`config.mk`:
```
export PLATFORM = sky130hd
export DESIGN_NAME = fte_sequencer
export DESIGN_NICKNAME = d
export VERILOG_FILES = /design/src/hw/rtl/fte_pkg.sv /design/src/hw/rtl/fte_sequencer.sv
export SDC_FILE = /design/constraint.sdc
export NUM_CORES = 1
export LEC_CHECK = 0
export BUFFER_PORTS_ARGS = -buffer_cell sky130_fd_sc_hd__buf_4
export CAP_MARGIN = 20
export CORE_MARGIN = 2
export CORE_UTILIZATION = 38
export DETAILED_ROUTE_END_ITERATION = 16
export PLACE_DENSITY = 0.66
export SKIP_CTS_REPAIR_TIMING = 1
export SYNTH_ARGS = -nofsm -noshare
export SYNTH_HDL_FRONTEND = slang
export SYNTH_SLANG_ARGS = --single-unit
```
`constraint.sdc`:
```
create_clock -name clk -period 2 [get_ports clk]
set_input_delay 0.1 -clock clk [delete_from_list [all_inputs] [get_ports clk]]
set_output_delay 0.1 -clock clk [all_outputs]
set_load 0.05 [all_outputs]
```
`src/hw/rtl/fte_pkg.sv`:
```
// Package for the FAT12 table engine: beat and payload types, request codes,
// the control word of the sequencer, status flags and fixed constants.
// No dependencies; every other file of the engine imports it.
`timescale 1ns / 1ps

package fte_pkg;

	typedef logic [2:0]  req_type_t;
	typedef logic [11:0] entry_t;
	typedef logic [12:0] byte_addr_t;
	typedef logic [7:0]  byte_t;
	typedef logic [12:0] count_t;
	typedef logic [4:0]  upc_t;

	localparam req_type_t REQ_RD_ENTRY  = 3'd0;
	localparam req_type_t REQ_WR_ENTRY  = 3'd1;
	localparam req_type_t REQ_RD_BYTE   = 3'd2;
	localparam req_type_t REQ_WR_BYTE   = 3'd3;
	localparam req_type_t REQ_FIND_FREE = 3'd4;
	localparam req_type_t REQ_CNT_FREE  = 3'd5;
	localparam req_type_t REQ_CLR_CHAIN = 3'd6;
	localparam req_type_t REQ_CNT_CHAIN = 3'd7;

	localparam entry_t END_MARK      = 12'hFF7;
	localparam count_t MAX_ENTRY_RST = 13'd4096;

	// Division of a byte address by three: (addr * 43691) >> 17 is exact
	// for every 13-bit address.
	localparam logic [15:0] RECIP3       = 16'd43691;
	localparam int          RECIP3_SHIFT = 17;

	// One row of the store holds an entry pair: three bytes, six nibbles.
	localparam int ROW_BITS = 24;
	localparam int NIBBLES  = 6;

	typedef struct packed {
		req_type_t  req_type;
		entry_t     cluster_index;
		entry_t     entry_value;
		byte_addr_t byte_address;
		byte_t      byte_data;
	} req_beat_t;

	typedef enum logic [1:0] {RD_NONE, RD_CUR, RD_BYTE, RD_SCAN} rd_sel_t;
	typedef enum logic [1:0] {WR_NONE, WR_ENTRY, WR_ZERO, WR_BYTE} wr_sel_t;
	typedef enum logic [1:0] {CNT_HOLD, CNT_LOAD0, CNT_LOAD2, CNT_INC} cnt_op_t;
	typedef enum logic [1:0] {ACC_HOLD, ACC_CLEAR, ACC_INC_FREE} acc_op_t;
	typedef enum logic [1:0] {BR_NEVER, BR_SCAN_END, BR_FREE, BR_CHAIN_END} br_cond_t;
	typedef enum logic [2:0] {
		OUT_ZERO, OUT_ENTRY, OUT_BYTE, OUT_CNT_PREV, OUT_ACC, OUT_STEPS
	} out_sel_t;

	typedef struct packed {
		rd_sel_t  rd_sel;
		wr_sel_t  wr_sel;
		cnt_op_t  cnt_op;
		acc_op_t  acc_op;
		logic     cur_ld;
		br_cond_t br_cond;
		logic     emit;
		out_sel_t out_sel;
		upc_t     nxt;
		upc_t     tgt;
	} ctrl_word_t;

	typedef struct packed {
		logic clearing;
		logic stall;
		logic scan_end;
		logic free;
		logic chain_end;
	} dp_status_t;

endpackage

```
`src/hw/rtl/fte_sequencer.sv`:
```
// Microcode sequencer of the FAT12 table engine: step counter, control ROM,
// request dispatch and conditional jumps on datapath status.
// Depends on fte_pkg for the control word and status types.
`timescale 1ns / 1ps

module fte_sequencer import fte_pkg::*; (
	input  logic       clk,
	input  logic       arst_n,
	input  logic       req_valid,
	input  req_type_t  req_type,
	input  dp_status_t st,
	output logic       req_ready,
	output ctrl_word_t ctrl
);

	localparam upc_t PC_IDLE  = 5'd0;
	localparam upc_t PC_RE0   = 5'd1;
	localparam upc_t PC_RE1   = 5'd2;
	localparam upc_t PC_WE0   = 5'd3;
	localparam upc_t PC_RB0   = 5'd4;
	localparam upc_t PC_RB1   = 5'd5;
	localparam upc_t PC_WB0   = 5'd6;
	localparam upc_t PC_F0    = 5'd7;
	localparam upc_t PC_F1    = 5'd8;
	localparam upc_t PC_F2    = 5'd9;
	localparam upc_t PC_FHIT  = 5'd10;
	localparam upc_t PC_FNONE = 5'd11;
	localparam upc_t PC_C0    = 5'd12;
	localparam upc_t PC_C1    = 5'd13;
	localparam upc_t PC_C2    = 5'd14;
	localparam upc_t PC_CEND  = 5'd15;
	localparam upc_t PC_K0    = 5'd16;
	localparam upc_t PC_K1    = 5'd17;
	localparam upc_t PC_K2    = 5'd18;
	localparam upc_t PC_Z0    = 5'd19;
	localparam upc_t PC_Z1    = 5'd20;
	localparam upc_t PC_Z2    = 5'd21;
	localparam upc_t PC_KEND  = 5'd22;

	localparam ctrl_word_t CW_IDLE = '{
		rd_sel: RD_NONE, wr_sel: WR_NONE, cnt_op: CNT_HOLD, acc_op: ACC_HOLD,
		cur_ld: 1'b0, br_cond: BR_NEVER, emit: 1'b0, out_sel: OUT_ZERO,
		nxt: PC_IDLE, tgt: PC_IDLE
	};

	function automatic ctrl_word_t ucode(input upc_t pc);
		ctrl_word_t w;
		w = CW_IDLE;
		unique case (pc)
			PC_RE0: begin w.rd_sel = RD_CUR; w.nxt = PC_RE1; end
			PC_RE1: begin w.emit = 1'b1; w.out_sel = OUT_ENTRY; end
			PC_WE0: begin w.wr_sel = WR_ENTRY; w.emit = 1'b1; end
			PC_RB0: begin w.rd_sel = RD_BYTE; w.nxt = PC_RB1; end
			PC_RB1: begin w.emit = 1'b1; w.out_sel = OUT_BYTE; end
			PC_WB0: begin w.wr_sel = WR_BYTE; w.emit = 1'b1; end
			PC_F0: begin w.cnt_op = CNT_LOAD2; w.nxt = PC_F1; end
			PC_F1: begin
				w.rd_sel = RD_SCAN; w.br_cond = BR_SCAN_END;
				w.tgt = PC_FNONE; w.nxt = PC_F2;
			end
			PC_F2: begin
				w.cnt_op = CNT_INC; w.br_cond = BR_FREE;
				w.tgt = PC_FHIT; w.nxt = PC_F1;
			end
			PC_FHIT: begin w.emit = 1'b1; w.out_sel = OUT_CNT_PREV; end
			PC_FNONE: w.emit = 1'b1;
			PC_C0: begin w.cnt_op = CNT_LOAD2; w.acc_op = ACC_CLEAR; w.nxt = PC_C1; end
			PC_C1: begin
				w.rd_sel = RD_SCAN; w.br_cond = BR_SCAN_END;
				w.tgt = PC_CEND; w.nxt = PC_C2;
			end
			PC_C2: begin w.acc_op = ACC_INC_FREE; w.cnt_op = CNT_INC; w.nxt = PC_C1; end
			PC_CEND: begin w.emit = 1'b1; w.out_sel = OUT_ACC; end
			PC_K0: begin w.cnt_op = CNT_LOAD0; w.nxt = PC_K1; end
			PC_K1: begin w.rd_sel = RD_CUR; w.nxt = PC_K2; end
			PC_K2: begin
				w.cnt_op = CNT_INC; w.cur_ld = 1'b1; w.br_cond = BR_CHAIN_END;
				w.tgt = PC_KEND; w.nxt = PC_K1;
			end
			PC_Z0: begin w.cnt_op = CNT_LOAD0; w.nxt = PC_Z1; end
			PC_Z1: begin w.rd_sel = RD_CUR; w.nxt = PC_Z2; end
			PC_Z2: begin
				w.wr_sel = WR_ZERO; w.cnt_op = CNT_INC; w.cur_ld = 1'b1;
				w.br_cond = BR_CHAIN_END; w.tgt = PC_KEND; w.nxt = PC_Z1;
			end
			PC_KEND: begin w.emit = 1'b1; w.out_sel = OUT_STEPS; end
			default: w = CW_IDLE;
		endcase
		return w;
	endfunction

	function automatic upc_t entry_pc(input req_type_t rt);
		upc_t pc;
		pc = PC_IDLE;
		unique case (rt)
			REQ_RD_ENTRY:  pc = PC_RE0;
			REQ_WR_ENTRY:  pc = PC_WE0;
			REQ_RD_BYTE:   pc = PC_RB0;
			REQ_WR_BYTE:   pc = PC_WB0;
			REQ_FIND_FREE: pc = PC_F0;
			REQ_CNT_FREE:  pc = PC_C0;
			REQ_CLR_CHAIN: pc = PC_Z0;
			REQ_CNT_CHAIN: pc = PC_K0;
			default:       pc = PC_IDLE;
		endcase
		return pc;
	endfunction

	upc_t pc_q;
	logic taken;
	logic in_fire;

	assign ctrl      = ucode(pc_q);
	assign req_ready = (pc_q == PC_IDLE) && !st.clearing;
	assign in_fire   = req_valid && req_ready;

	always_comb begin
		unique case (ctrl.br_cond)
			BR_NEVER:     taken = 1'b0;
			BR_SCAN_END:  taken = st.scan_end;
			BR_FREE:      taken = st.free;
			BR_CHAIN_END: taken = st.chain_end;
			default:      taken = 1'b0;
		endcase
	end

	always_ff @(posedge clk or negedge arst_n) begin
		if (!arst_n) begin
			pc_q <= PC_IDLE;
		end else begin
			priority if (in_fire) begin
				pc_q <= entry_pc(req_type);
			end else if (st.stall) begin
				pc_q <= pc_q;
			end else begin
				pc_q <= taken ? ctrl.tgt : ctrl.nxt;
			end
		end
	end

endmodule

```
; Word level (Yosys, flattened, before mapping)
; Memories as Yosys holds them, arrays and structs flattened.
; Index checks and enable logic that the tools add are counted.
; Widths: inputs -> output; s select.
[classes]
addsub = 0
n_mul = 0
div_mod_pow = 0
order_cmp = 0
n_eq_ne = 26
shift = 0
mux = 14
bitwise = 0
reduce_logical = 16
[ops]
columns = cell, n
row1 = $pmux 5 s10, 1
row2 = $eq 5x4->1 const B, 8
row3 = $eq 5x5->1 const B, 7
row4 = $pmux 2 s3, 4
row5 = $eq 5x3->1 const B, 4
row6 = $pmux 5 s4, 1
row7 = $reduce_or 2->1, 8
row8 = $mux 5, 3
row9 = $pmux 3 s5, 1
row10 = $eq 5x2->1 const B, 2
row11 = $reduce_or 8->1, 1
row12 = $eq 5x1->1 const B, 1
row13 = $logic_not 5->1, 1
row14 = $eq 2x2->1 const B, 2
row15 = $pmux 1 s4, 1
row16 = $pmux 2 s2, 1
row17 = $reduce_or 4->1, 1
row18 = $reduce_or 3->1, 1
row19 = $eq 2x1->1 const B, 1
row20 = $logic_and 1x1->1, 2
row21 = $logic_not 2->1, 1
row22 = $mux 1, 2
row23 = $ne 2x1->1 const B, 1
row24 = $logic_not 1->1, 1
[totals]
register_bits = 5
latchBits = 0
mem_bits_rw = 0
mem_bits_ro = 40
in_bits = 11
out_inout_bits = 26
mem_count = 1
[mem_list]
columns = name, words, word_bits, read_ports, rd_ports_with_merged_regs, write_ports, line
row1 = (no name shown), 8, 5, 1, 0, 0, fte_sequencer.sv:95  ; unique case (rt)

; Longest topological paths before layout
[logic_depth]
word_depth = 8
mapped_depth = 7
mapped_depth_nobuf = 5

; Worst setup path before layout
; Ideal clock, no wire load.
[synth_timing]
path_kind = register -> output
start = register pc_q[2]
end = output ctrl[18] (netlist name)
arrival_time_ps = 2494
t_required_ps = 1900
setup_slack_ps = -594
path_stages_with_launch = 4
n_path_buf = 1
path_cell_list = dfrtp_1 -> buf_2 -> nor2b_1 -> nor4b_1
[synth_rtl]
columns = element, line
row1 = "start, declared", fte_sequencer.sv:109  ; upc_t pc_q;
row2 = "start signal, assigned", fte_sequencer.sv:132  ; pc_q <= entry_pc(req_type);
row3 = "start signal, assigned", fte_sequencer.sv:134  ; pc_q <= pc_q;
row4 = "start signal, assigned", fte_sequencer.sv:136  ; pc_q <= taken ? ctrl.tgt : ctrl.nxt;
row5 = "end, declared", fte_sequencer.sv:13  ; output ctrl_word_t ctrl

==> impl_metrics.env <==
export IMPL_critical_path_max_stage_delay_ns=0.40
export IMPL_finalWorstPathRequiredPeriod_ns=1.92
export IMPL_worst_reg_to_reg_cells=5
export IMPL_critical_path_cell_chain="buf_4 -> nor2b_1 -> buf_4 -> o21ai_0 -> a21oi_1 -> or2_2 -> buf_4"
export IMPL_cp_num_buf_inv=3
export IMPL_worstPathMaxFanout=11
export IMPL_final_antenna_net_count=0
export IMPL_syn_area_sq_um=840
export IMPL_slew_limit_headroom_pct=79.0
export IMPL_final_period_utilization_pct=96.0
export IMPL_die_height_um=51.0
export IMPL_yosys_top_cells_count="nor2_1, a21oi_1, o21ai_0"
export IMPL_clock_fmax_mhz=521
export IMPL_finClkSkew_ns=0.00558
export IMPL_synthToLayoutAreaGrowth_pct=50.7
export IMPL_synthArstFlopShare_pct=100
export IMPL_p_leak_nw=0.608
export IMPL_mappedNetlistNets=130
export IMPL_area_sequential_sq_um=126
export IMPL_cts_sink_count=5
export IMPL_start_kind="flop"
export IMPL_multi_input_comb_area_sq_um=662
export IMPL_synth_warnings=0
export IMPL_initial_utilization_pct=39.1
export IMPL_status="completed"
export IMPL_final_layout_size_suffix_gt1_share_pct=39.6
export IMPL_wire_length_of_the_first_global_routing_pass_mm=3.95
export IMPL_cts_inserted_buffers=3
export IMPL_final_hold_viol_count=0
export IMPL_crit_slowest_cell="dfrtp_1"
export IMPL_grt_setup_unrepaired="no"
export IMPL_ctsLongestPathBuffers=2
export IMPL_detail_route_wirelength_met1_mm=1.14
export IMPL_critical_path_reg2reg_endpoint="pc_q[0]$_DFFE_PN0P_"
export IMPL_worst_ep_required_time_ns=1.90
export IMPL_routed_top_layer="met3"
export IMPL_synth_seq_cells=5
export IMPL_maxSlewViolCount=0
export IMPL_largest_reg_flops=5
export IMPL_final_setup_viol_count=0
export IMPL_floorplan_core_area_sq_um=2150
export IMPL_routed_wirelength_mm=2.47
export IMPL_dieWidth_um=51.0
export IMPL_wire_per_inst_um=12.9
export IMPL_synth_seq_area_share_pct=14.9
export IMPL_design_final_nets=177
export IMPL_h_tree_depth=1
export IMPL_clock_root_buffer="clkbuf_4"
export IMPL_met2RoutedLength_mm=1.23
export IMPL_synth_most_common_cell="nor2_1"
export IMPL_portBuffers=36
export IMPL_hold_path_depth=2
export IMPL_worstHoldStart="st[3]"
export IMPL_first_pass_iters=4
export IMPL_grt_start_max_net_pins=15
export IMPL_dp_final_hpwl_mm=2.00
export IMPL_grt_antenna_before_repair=0
export IMPL_most_used_cell_cp="buf_4"
export IMPL_synth_enable_flop_cells=0
export IMPL_gp_congestion=0.855
export IMPL_hold_path_end="pc_q[1]$_DFFE_PN0P_"
export IMPL_yosys_area_top_type="dfrtp_1"
export IMPL_grt_pass1_vias=880
export IMPL_clkLatencyLatePin_ns=0.24
export IMPL_route_detailed_drc=0
export IMPL_cts_clk_slew_worst_paths_ns=0.05
export IMPL_post_synth_inst_count=118
export IMPL_biggestRegsByFlops="pc_q (5)"
export IMPL_met3_wirelength_um=106
export IMPL_r2r_start="pc_q[0]$_DFFE_PN0P_"
export IMPL_power_density_nw_per_um2=1810
export IMPL_design_portCount=37
export IMPL_timing_critical_path_arrival_ns=1.82
export IMPL_first_iter_violations=19
export IMPL_cts_tree="built"
export IMPL_timing_worst_setup_path_type="reg2out"
export IMPL_fill_cells=199
export IMPL_ys_top_cells_by_area="dfrtp_1, a21oi_1, o21ai_0"
export IMPL_vdd_ir_drop_worst_v=0.00107
export IMPL_row_count=17
export IMPL_critical_path_endpoint_type="primary output"
export IMPL_crit_family="buffers and inverters"
export IMPL_largest_register="pc_q"
export IMPL_synth_lib_cells_used_distinct=42
export IMPL_max_cap_viol_count=0
export IMPL_rrSetupSlack_ns=0.20
export IMPL_hp_class="in2reg"
export IMPL_via_per_inst=5.38
export IMPL_gr_total_overflow=0
export IMPL_diodes=0
export IMPL_globalRouteTotalUtil_pct=19.6
export IMPL_floorplan_die_area_sq_um=2600
export IMPL_yosysTopAreaCellShare_pct=14.9
export IMPL_timing_worst_slew_pin_value_ns=0.314
export IMPL_mapped_avg_cell_area_sq_um=7.11
export IMPL_synth_main_ff_cell="dfrtp_1"
export IMPL_design_power_total_mw=2.29
export IMPL_hold_worst_slack_ns=0.135
export IMPL_route_vias_total=1033
## worst reg2reg max path, cell delays in order (launching register included)
cell and delay, ns:
dfrtp_2 0.44, or3b_1 0.42, a21oi_4 0.29, a22o_4 0.18, nor2_1 0.05, a311o_1 0.31
## power by group
part	total, mW	switching, mW	internal [mW]	leakage, nW
combinational	1.98	1.27	0.703	0.529
sequential	0.199	0.0561	0.143	0.0639
clock	0.117	0.0415	0.0755	0.0150
## metal layers
| layer | track usage, % | vias to the layer above |
|---|---|---|
| met5 | 0 | - |
| met4 | 5.41 | 0 |
| met3 | 0.877 | 0 |
| met2 | 33.3 | 30 |
| met1 | 26.8 | 481 |
| li1 | - | 522 |
## stage by stage
stage          util [%]  TNS [ns]  instance area (sq um)  instances  worst slack [ns]
3_5_place_dp       57.1         0                   1230        187             0.197
6_report           58.9         0                   1260        192            0.0792
5_1_grt            58.9         0                   1260        192            0.0147
3_3_place_gp       57.1         0                   1230        187             0.249
4_1_cts            58.4         0                   1250        191            0.0693
2_1_floorplan         -    -0.160                    858        118            -0.106
## worst max path at each step
stage | endpoint | cells after the start | slack (ns) | startpoint
after floorplan | ctrl[24] | 4 | -0.11 | pc_q[2]$_DFFE_PN0P_
after global placement | pc_q[0]$_DFFE_PN0P_ | 5 | 0.25 | pc_q[0]$_DFFE_PN0P_
after detailed placement | pc_q[0]$_DFFE_PN0P_ | 5 | 0.20 | pc_q[0]$_DFFE_PN0P_
after CTS | ctrl[20] | 7 | 0.07 | pc_q[0]$_DFFE_PN0P_
after global routing | ctrl[20] | 7 | 0.01 | pc_q[2]$_DFFE_PN0P_
final | ctrl[20] | 7 | 0.08 | pc_q[2]$_DFFE_PN0P_
## cell families after synthesis
logic type,count (synthesis),synth area share (%)
DFF,5,14.9
AOI/OAI and AO/OA,38,31.1
and+or+nand+nor,52,36.1
xor gates and xnor gates,3,3.13
muxes,4,4.77
adders and majority gates,1,1.49
buffers and inverters,15,8.49
## layout make-up
| type | count | area share (%) |
|---|---|---|
| Clock buffer | 4 | 2.08 |
| Inverter | 4 | 1.19 |
| Multi-Input combinational cell | 98 | 52.3 |
| Sequential cell | 5 | 9.99 |
| Tap cell | 28 | 2.77 |
| Timing Repair Buffer | 53 | 31.7 |
## cells in the final DEF, fill, tap and decap left out, drive strengths merged, types with 2 or more instances in the layout
cell | synthesis | final
a22oi | 4 | 4
or2 | 2 | 2
o21ai | 9 | 9
nor2b | 5 | 5
and2 | 3 | 3
nor2 | 12 | 12
nand3b | 2 | 2
nand2 | 6 | 6
a22o | 2 | 2
a21oi | 12 | 12
xnor2 | 2 | 2
inv | 4 | 4
a31oi | 2 | 2
mux2i | 4 | 4
nand2b | 6 | 6
and3 | 4 | 4
clkbuf | 4 | 4
nor4b | 2 | 2
buf | 7 | 52
nor3b | 2 | 2
nor3 | 4 | 4
nand3 | 2 | 2
dfrtp | 5 | 5
(Power assumes the default switching activity.)
